===== config.mk =====
export PLATFORM = sky130hd
export DESIGN_NAME = cau_front
export DESIGN_NICKNAME = d
export VERILOG_FILES = /design/src/design/cau_pkg.sv /design/src/design/cau_front.sv
export SDC_FILE = /design/constraint.sdc
export NUM_CORES = 1
export LEC_CHECK = 0
export ABC_AREA = 0
export BUFFER_PORTS_ARGS = -buffer_cell sky130_fd_sc_hd__clkbuf_2
export CAP_MARGIN = 20
export CORE_ASPECT_RATIO = 0.7
export CORE_MARGIN = 5
export CORE_UTILIZATION = 56
export CTS_CLUSTER_DIAMETER = 200
export DETAILED_ROUTE_END_ITERATION = 10
export PLACE_DENSITY = 0.95
export SETUP_SLACK_MARGIN = 0.02
export SLEW_MARGIN = 25
export SYNTH_ARGS = -nofsm -noshare
export SYNTH_HDL_FRONTEND = slang
export SYNTH_SLANG_ARGS = --single-unit

===== constraint.sdc =====
create_clock -name aclk -period 6.45 [get_ports aclk]
set_input_delay 0 -clock aclk [delete_from_list [all_inputs] [get_ports aclk]]
set_output_delay 0 -clock aclk [all_outputs]
set_load 0.01 [all_outputs]

===== src/design/cau_pkg.sv =====
// Shared types and constants of the complex arithmetic unit.
package cau_pkg;

    localparam int DATA_BITS = 32;
    localparam int CMD_BITS  = 3;

    // Command codes carried in s_tuser
    typedef enum logic [CMD_BITS-1:0] {
        CMD_ADD   = 3'd0,
        CMD_SUB   = 3'd1,
        CMD_NEG   = 3'd2,
        CMD_MUL   = 3'd3,
        CMD_DIV   = 3'd4,
        CMD_SCALE = 3'd5,
        CMD_EQ    = 3'd6,
        CMD_NE    = 3'd7
    } cmd_t;

    // One queued item as classified by the front end
    typedef struct packed {
        logic                 is_div;
        cmd_t                 cmd;
        logic [DATA_BITS-1:0] a_re;
        logic [DATA_BITS-1:0] a_im;
        logic [DATA_BITS-1:0] b_re;
        logic [DATA_BITS-1:0] b_im;
    } cau_item_t;

    // Divider status seen by the back end
    typedef struct packed {
        logic idle;
        logic done;
    } div_stat_t;

endpackage


===== src/design/cau_front.sv =====
// Front end: accepts items, classifies the command and queues them for the back end.
module cau_front
    import cau_pkg::*;
(
    input  logic                   aclk,
    input  logic                   aresetn,
    input  logic                   s_tvalid,
    output logic                   s_tready,
    input  logic [4*DATA_BITS-1:0] s_tdata,   // a_re, a_im, b_re, b_im
    input  logic [CMD_BITS-1:0]    s_tuser,   // command
    output logic                   q_valid,
    input  logic                   q_ready,
    output cau_item_t              q_item
);

    cau_item_t  mem_reg [2];
    logic       wr_ptr_reg, wr_ptr_next;
    logic       rd_ptr_reg, rd_ptr_next;
    logic [1:0] cnt_reg, cnt_next;
    logic       push, pop;
    cau_item_t  in_item;

    // classify the incoming item
    always_comb begin
        in_item.cmd    = cmd_t'(s_tuser);
        in_item.is_div = (cmd_t'(s_tuser) == CMD_DIV);
        in_item.a_re   = s_tdata[DATA_BITS-1:0];
        in_item.a_im   = s_tdata[2*DATA_BITS-1:DATA_BITS];
        in_item.b_re   = s_tdata[3*DATA_BITS-1:2*DATA_BITS];
        in_item.b_im   = s_tdata[4*DATA_BITS-1:3*DATA_BITS];
    end

    assign s_tready = (cnt_reg != 2'd2);
    assign q_valid  = (cnt_reg != 2'd0);
    assign q_item   = mem_reg[rd_ptr_reg];
    assign push     = s_tvalid && s_tready;
    assign pop      = q_valid && q_ready;

    // two-entry queue pointers
    always_comb begin
        wr_ptr_next = push ? ~wr_ptr_reg : wr_ptr_reg;
        rd_ptr_next = pop ? ~rd_ptr_reg : rd_ptr_reg;
        cnt_next    = cnt_reg;
        if (push && !pop) begin
            cnt_next = cnt_reg + 2'd1;
        end else if (pop && !push) begin
            cnt_next = cnt_reg - 2'd1;
        end
    end

    always_ff @(posedge aclk) begin
        if (!aresetn) begin
            wr_ptr_reg <= 1'b0;
            rd_ptr_reg <= 1'b0;
            cnt_reg    <= 2'd0;
        end else begin
            wr_ptr_reg <= wr_ptr_next;
            rd_ptr_reg <= rd_ptr_next;
            cnt_reg    <= cnt_next;
        end
    end

    always_ff @(posedge aclk) begin
        if (push) begin
            mem_reg[wr_ptr_reg] <= in_item;
        end
    end

endmodule


==> metrics, run 1 <==
Hold Violations, Final=0; Logic pwr share=25.9%; Initial Util=56.6%; Slew Viols, Final=0; FFs w/ async S/R, synth=0%; most frequent cell after synthesis=edfxtp_1; Global Route met1 Usage=26.5%; switching pwr=1.36 mW; initial antenna violation count=1; CTS root buffer=clkbuf_16; Fin Setup TNS=0 ns; register share of total power=46.1%; CTS resizes=0; largest net degree at the start of global routing=just under 90; DRC errors left=0; EDFF count, synth=264; Clock Skew=0.0131 ns; maximum buffer depth of the clock tree=3; Synth Area in XOR/XNOR=less than 1%; Crit. End Element=output port; total routed wirelength=about 24,000 microns; Crit Path Max Fanout=67; PwrDens=365 nW/um^2; Yosys reg bits=269; Max H-tree Level=1; Core ar.=17,900 sq um; Worst Hold Slack=0.235 ns; post-route ant nets=0; post-synthesis adder-cell area fraction=0.124%; Synth Area in Compound Gates=0.347%; highest clock rate=roughly 360 MHz; area leader, netlist=edfxtp_1; port bufs=268; mux cell area share after synthesis=17.7%; Iter 0 DRT Violations=475; fin worst setup slack=3.69 ns; met3 usage=6.92%; fill count=a little over 900; largest family of logic cells by synthesized area=multiplexers; Mapped Area=10,100 sq um; die footprint=about 21,000 sq um; drt wl/cell=22.0 microns; slew margin rel.=between 30 and 40%; clock share of power=around 28%; Synth top cells by count=edfxtp_1 (264), mux2_4 (80), mux2_2 (52); post-synthesis sequential area ratio=between 70% and 80%; first-pass GRT wire length=35,700 microns; Synth area leaders=edfxtp_1 (78%), mux2_4 (12%), mux2_2 (5.8%); Util after Layout=77.2%; met2 Use GR=41.8%; status=finished, final reports clean; area of the multi-input gates=~1900 sq um; area grow syn2layout=36.4%; Final Setup Violations=0; Synth top area share=between 70% and 80%; CTS Buf Count=24; worst slew pin tran=1.01 ns; max reg flops=around 260; WS Path Type=reg2out; Yosys warnings=0; leakage=~5.4 nW; P_int=3.67 mW; vias=~5,800; grt peak-use layer=met2; # IOs=269; syn_nets=roughly 570; ratio of cells with drive above 1 in the final layout=approximately 50%; vias in the first global route=between 6,000 and 7,000; clock sink total=269; All-Layer GR Usage=22.7%; worst vdd ir=roughly 260 uV; Sw Ratio=27.0%; register area=8030 sq um; final net count=991; WP data required=6.45 ns; post-CTS setup buffer count=0; CTS tree=done; Avg Cell Area, Syn=approximately 23 sq um; Clk Latency, worst-skew pair=0.50 ns; Final Cycle Share=42.8%; Synth Flop Type=edfxtp_1; RSZ-0062 raised after global routing=no; GP Congestion=0.747; Die Y=122 microns; via/cell ratio=roughly 5.2; worst endpoint data arrival time=2.76 ns; GRT Residual Overflow=0; Final min period=2.76 ns; Post-Syn Instances=436; Die Wd=about 170 microns; DP HPWL=13,700 microns; DR pass1 iterations=4; startpoint types=register; Synth cell types=23; CTS clk-pin slew, worst paths=0.07 ns; Hold WC Path Type=in2reg; Synth Area in Simple Gates=less than 1%; max_cap viols=0; dpl ws=around 3.7 ns; row count=41
[layout make-up]
cell class / count / area share [%]
clock inverters: 13 / 0.944
diodes: 1 / 0.0181
inverters: 1 / 0.0635
well taps: 236 / 2.14
flip-flops and latches: 269 / 58.2
multi-input cells: 151 / 14.1
clock buffers: 27 / 4.59
repair buffers: 408 / 19.9
[power groups by stage]
stage / clock network, mW / logic, mW / registers, mW
after floorplan: 0 / 0.863 / 2.29
after global placement: 0 / 1.18 / 2.33
after detailed placement: 0 / 1.20 / 2.35
after CTS: 1.42 / 1.28 / 2.32
after global routing: 1.51 / 1.38 / 2.34
final: 1.41 / 1.30 / 2.32
[layer usage]
layer  vias up  routed length (microns)
met5         -                        0
met1      2881                     8840
met2       309                    12800
met3        34                     2250
li1       2568                        -
met4         0                      408
[repair_timing]
item | CTS | global route
hold buffers | 135 | 0
setup endpoints to repair | 0 | 0
hold endpoints to repair | 269 | 0
[final timing paths]
kind,startpoint,end,slack (ns),cells after the start
worst max-delay path,register,q_item[19],3.69,3
worst min-delay path,s_tdata[45],mem_reg[0][77],0.23,2
worst max register to register,cnt_reg[0],mem_reg[0][59],3.95,4
worst min register to register,cnt_reg[1],cnt_reg[1],0.59,2
[metrics by stage]
step	area [sq um]	cells	power, mW
floorplan	10100	436	3.15
global placement	11600	929	3.51
detailed placement	11600	929	3.55
CTS	13800	1104	5.01
global route	13800	1106	5.23
finish	13800	1106	5.03
[critical path, stage by stage (launching register included)]
cell and delay [ns]:
dfxtp_4 1.02, buf_4 0.63, mux2_2 0.41, clkbuf_2 0.13
[placed cells by master (no fill, tap or decap), drive strengths merged, types with 2 or more instances in the layout]
cell | netlist | routed
dfxtp | 5 | 5
and2 | 4 | 4
o21ai | 2 | 2
buf | 15 | 5
dlygate4sd3 | 0 | 135
mux2 | 132 | 132
bufinv | 0 | 3
clkbuf | 0 | 295
clkinv | 0 | 10
a21boi | 2 | 2
xnor2 | 2 | 2
edfxtp | 264 | 264
[kinds of logic (layout without fill, tap and decap cells)]
family | after synthesis | count (layout)
DFF | 269 | 269
and+or+nand+nor | 10 | 10
AOI/OAI and AO/OA | 5 | 5
adders and majority gates | 1 | 1
muxes | 132 | 132
other | 0 | 1
xor gates and xnor gates | 3 | 3
buffers and inverters | 16 | 449
No activity file was read; power rests on OpenSTA's default activity.
==> inputs of run 2 (changes only) <==
ABC_AREA = 1   (was 0)
CORE_UTILIZATION = 52   (was 56)
PLACE_DENSITY = 0.9   (was 0.95)
clock period = 2.7 ns   (was 6.45 ns; I/O delays follow)
==> run 2 against run 1 <==
Die area rose by 7.1%. Area after synthesis barely moved. Worst setup slack got worse by 3.1 ns. Global-route usage fell by 2.0 points. Via count rose by 1.1%. First-iteration DRC count fell by 6.7%. Utilization fell by 4.4 points. Sequential power rose by 140%.
==> metrics, run 2 <==
Max H-tree Level=1 (unchanged); leakage=5.45 nW (was 5.42 nW); final net count=1,006 (was 991); cells on worst reg2reg path=7 (was 4); Clk Latency, worst-skew pair=0.50 ns (about the same); DR pass1 iterations=5 (was 4); initial antenna violation count=1 (unchanged); Final Setup Violations=0 (unchanged); Final min period=around 2.1 ns; Synth top cells by count=edfxtp_1 (264), mux2_4 (80), mux2_2 (52) (unchanged); post-synthesis sequential area ratio=79.5% (was 79.4%); dpl ws=1.11 ns (was 3.74 ns); Synth top area share=78.5% (was 78.4%); Crit. End Element=output port (unchanged); Hold WC Path Type=in2reg (unchanged); WS Path Type=reg2out (unchanged); Slew Viols, Final=0 (unchanged); drt wl/cell=20.3 microns (was 22.0 microns); DP HPWL=13,400 microns (was 13,700 microns); slew margin rel.=65.5% (was 32.8%); Final Cycle Share=78.2%; Clock Skew=0.00944 ns (was 0.0131 ns); commonest non-fill, non-tap cells in the layout=clkbuf_2 (268), edfxtp_1 (264), dlygate4sd3_1 (135), mux2_4 (80), mux2_2 (52) (unchanged); CTS clk-pin slew, worst paths=0.06 ns (was 0.07 ns); vias in the first global route=6,333 (was 6,381); most frequent cell after synthesis=edfxtp_1 (unchanged); Mapped Area=10,100 sq um (about the same); Yosys warnings=0 (unchanged); GRT Residual Overflow=0 (unchanged); Yosys reg bits=269 (unchanged); Synth cell types=17 (was 23); max_cap viols=0 (unchanged); highest clock rate=474 MHz; All-Layer GR Usage=20.7% (was 22.7%); Die Y=127 microns (was 122 microns); port bufs=268 (unchanged); CTS resizes=0 (unchanged); total routed wirelength=23,300 microns (was 24,300 microns); RSZ-0062 raised after global routing=no (unchanged); Avg Cell Area, Syn=22.5 sq um (was 23.2 sq um); # IOs=269 (unchanged); R2R Path End=cnt_reg[0] (was mem_reg[0][59]); first-pass GRT wire length=36,100 microns (was 35,700 microns); Worst Hold Slack=0.227 ns (was 0.235 ns); Synth Flop Type=edfxtp_1 (unchanged); GP Congestion=0.729 (was 0.747); CTS root buffer=clkbuf_16 (unchanged); Initial Util=53.1% (was 56.6%); row count=42 (was 41); area leader, netlist=edfxtp_1 (unchanged); post-route ant nets=0 (unchanged); area grow syn2layout=37.2% (was 36.4%); ratio of cells with drive above 1 in the final layout=49.8% (was 50.7%); Synth area leaders=edfxtp_1 (78%), mux2_4 (12%), mux2_2 (5.8%) (unchanged); WP data required=2.70 ns (was 6.45 ns); Crit Path Max Fanout=52 (was 67); WHS Endpoint=mem_reg[0][57] (was mem_reg[0][77]); Non-Filler Cell Area, Final=13,900 sq um (was 13,800 sq um); Core ar.=19,000 sq um (was 17,900 sq um); Final Power=11.6 mW (was 5.03 mW); Hold Startpoint=s_tdata[89] (was s_tdata[45]); Die Wd=177 microns (was 171 microns); worst endpoint data arrival time=2.11 ns (was 2.76 ns); Post-Syn Instances=449 (was 436); Fin Setup TNS=0 ns (unchanged); maximum buffer depth of the clock tree=3 (unchanged); DRC errors left=0 (unchanged); die footprint=22,400 sq um (was 20,900 sq um); worst vdd ir=502 uV (was 258 uV); largest net degree at the start of global routing=71 (was 89); CTS Buf Count=24 (unchanged); status=finished, final reports clean (unchanged); commonest non-fill, non-tap cell in the layout=clkbuf_2 (unchanged); fin worst setup slack=0.589 ns (was 3.69 ns); PwrDens=838 nW/um^2 (was 365 nW/um^2); max reg flops=264 (unchanged); Iter 0 DRT Violations=443 (was 475); startpoint types=register (unchanged); worst slew pin tran=0.518 ns (was 1.01 ns); vias=5,854 (was 5,792); EDFF count, synth=264 (unchanged); CTS tree=done (unchanged); clock sink total=269 (unchanged); reg2reg setup slack=0.78 ns (was 3.95 ns); Hold Violations, Final=0 (unchanged); FFs w/ async S/R, synth=0% (unchanged); Reg-to-Reg Start=cnt_reg[1] (was cnt_reg[0]); syn_nets=585 (was 572); area post-placement=11,800 sq um (was 11,600 sq um); fill count=1,086 (was 925); hold depth=2 (unchanged); via/cell ratio=5.09 (was 5.24)
-- run 2: power by group --
| group | total [mW] | switching [mW] | internal, mW | leakage, nW |
|---|---|---|---|---|
| sequential | 5.51 | 0.231 | 5.28 | 2.50 |
| combinational | 3.01 | 1.53 | 1.48 | 2.60 |
| clock | 3.09 | 1.38 | 1.72 | 0.339 |
| total | 11.6 | 3.13 | 8.48 | 5.45 |
-- run 2: through the flow --
stage / utilization, % / cells
final: 72.9 / 1151
after floorplan: - / 449
after global routing: 72.9 / 1151
after detailed placement: 62.1 / 973
after global placement: 62.1 / 973
after CTS: 72.9 / 1150
-- run 2: how the worst max path moves through the flow --
stage / from / to / slack, ns / depth (start not counted)
after floorplan: cnt_reg[0] / mem_reg[0][0] / -0.22 / 4
after detailed placement: register / q_item[20] / 1.11 / 3
after CTS: register / q_item[20] / 0.56 / 3
final: register / q_item[4] / 0.59 / 3
after global routing: register / q_item[20] / 0.49 / 3
after global placement: register / q_item[18] / 1.11 / 3
-- run 2: routing by layer --
metal,wire (microns),global-route usage [%],vias up
met5,0,0,-
met4,448,4.82,0
met3,2140,5.47,41
met2,11900,36.7,307
met1,8830,25.7,2901
li1,-,-,2605
-- run 2: kinds of logic after synthesis --
family	count (synthesis)	synth area share, %
flip-flops	269	79.5
multiplexers	132	17.7
buffers and inverters	23	1.70
AO/OA/AOI/OAI	4	0.223
adder cells (fa/ha/maj)	1	0.124
AND/OR/NAND/NOR	20	0.817
-- run 2: worst max-delay path, cell delays in order (launching register included) --
cell	delay, ns
dfxtp_4	0.68
buf_12	0.35
mux2_2	0.40
clkbuf_2	0.15
-- run 2: layout make-up --
cell class                      instances  area (sq um)  share of cell area [%]
Clock inverter                          7          27.5                   0.199
Antenna cell                            1          2.50                  0.0181
Inverter                                8          30.0                   0.217
Sequential cell                       269          8030                    57.9
Multi-Input combinational cell        157          1930                    14.0
Clock buffer                           35           673                    4.86
Tap cell                              264           330                    2.38
Timing Repair Buffer                  410          2830                    20.4
-- run 2: timing repair --
item / in CTS / in global routing
hold buffers: 135 / 0
hold endpoints to repair: 269 / 0
setup buffers: 0 / 0
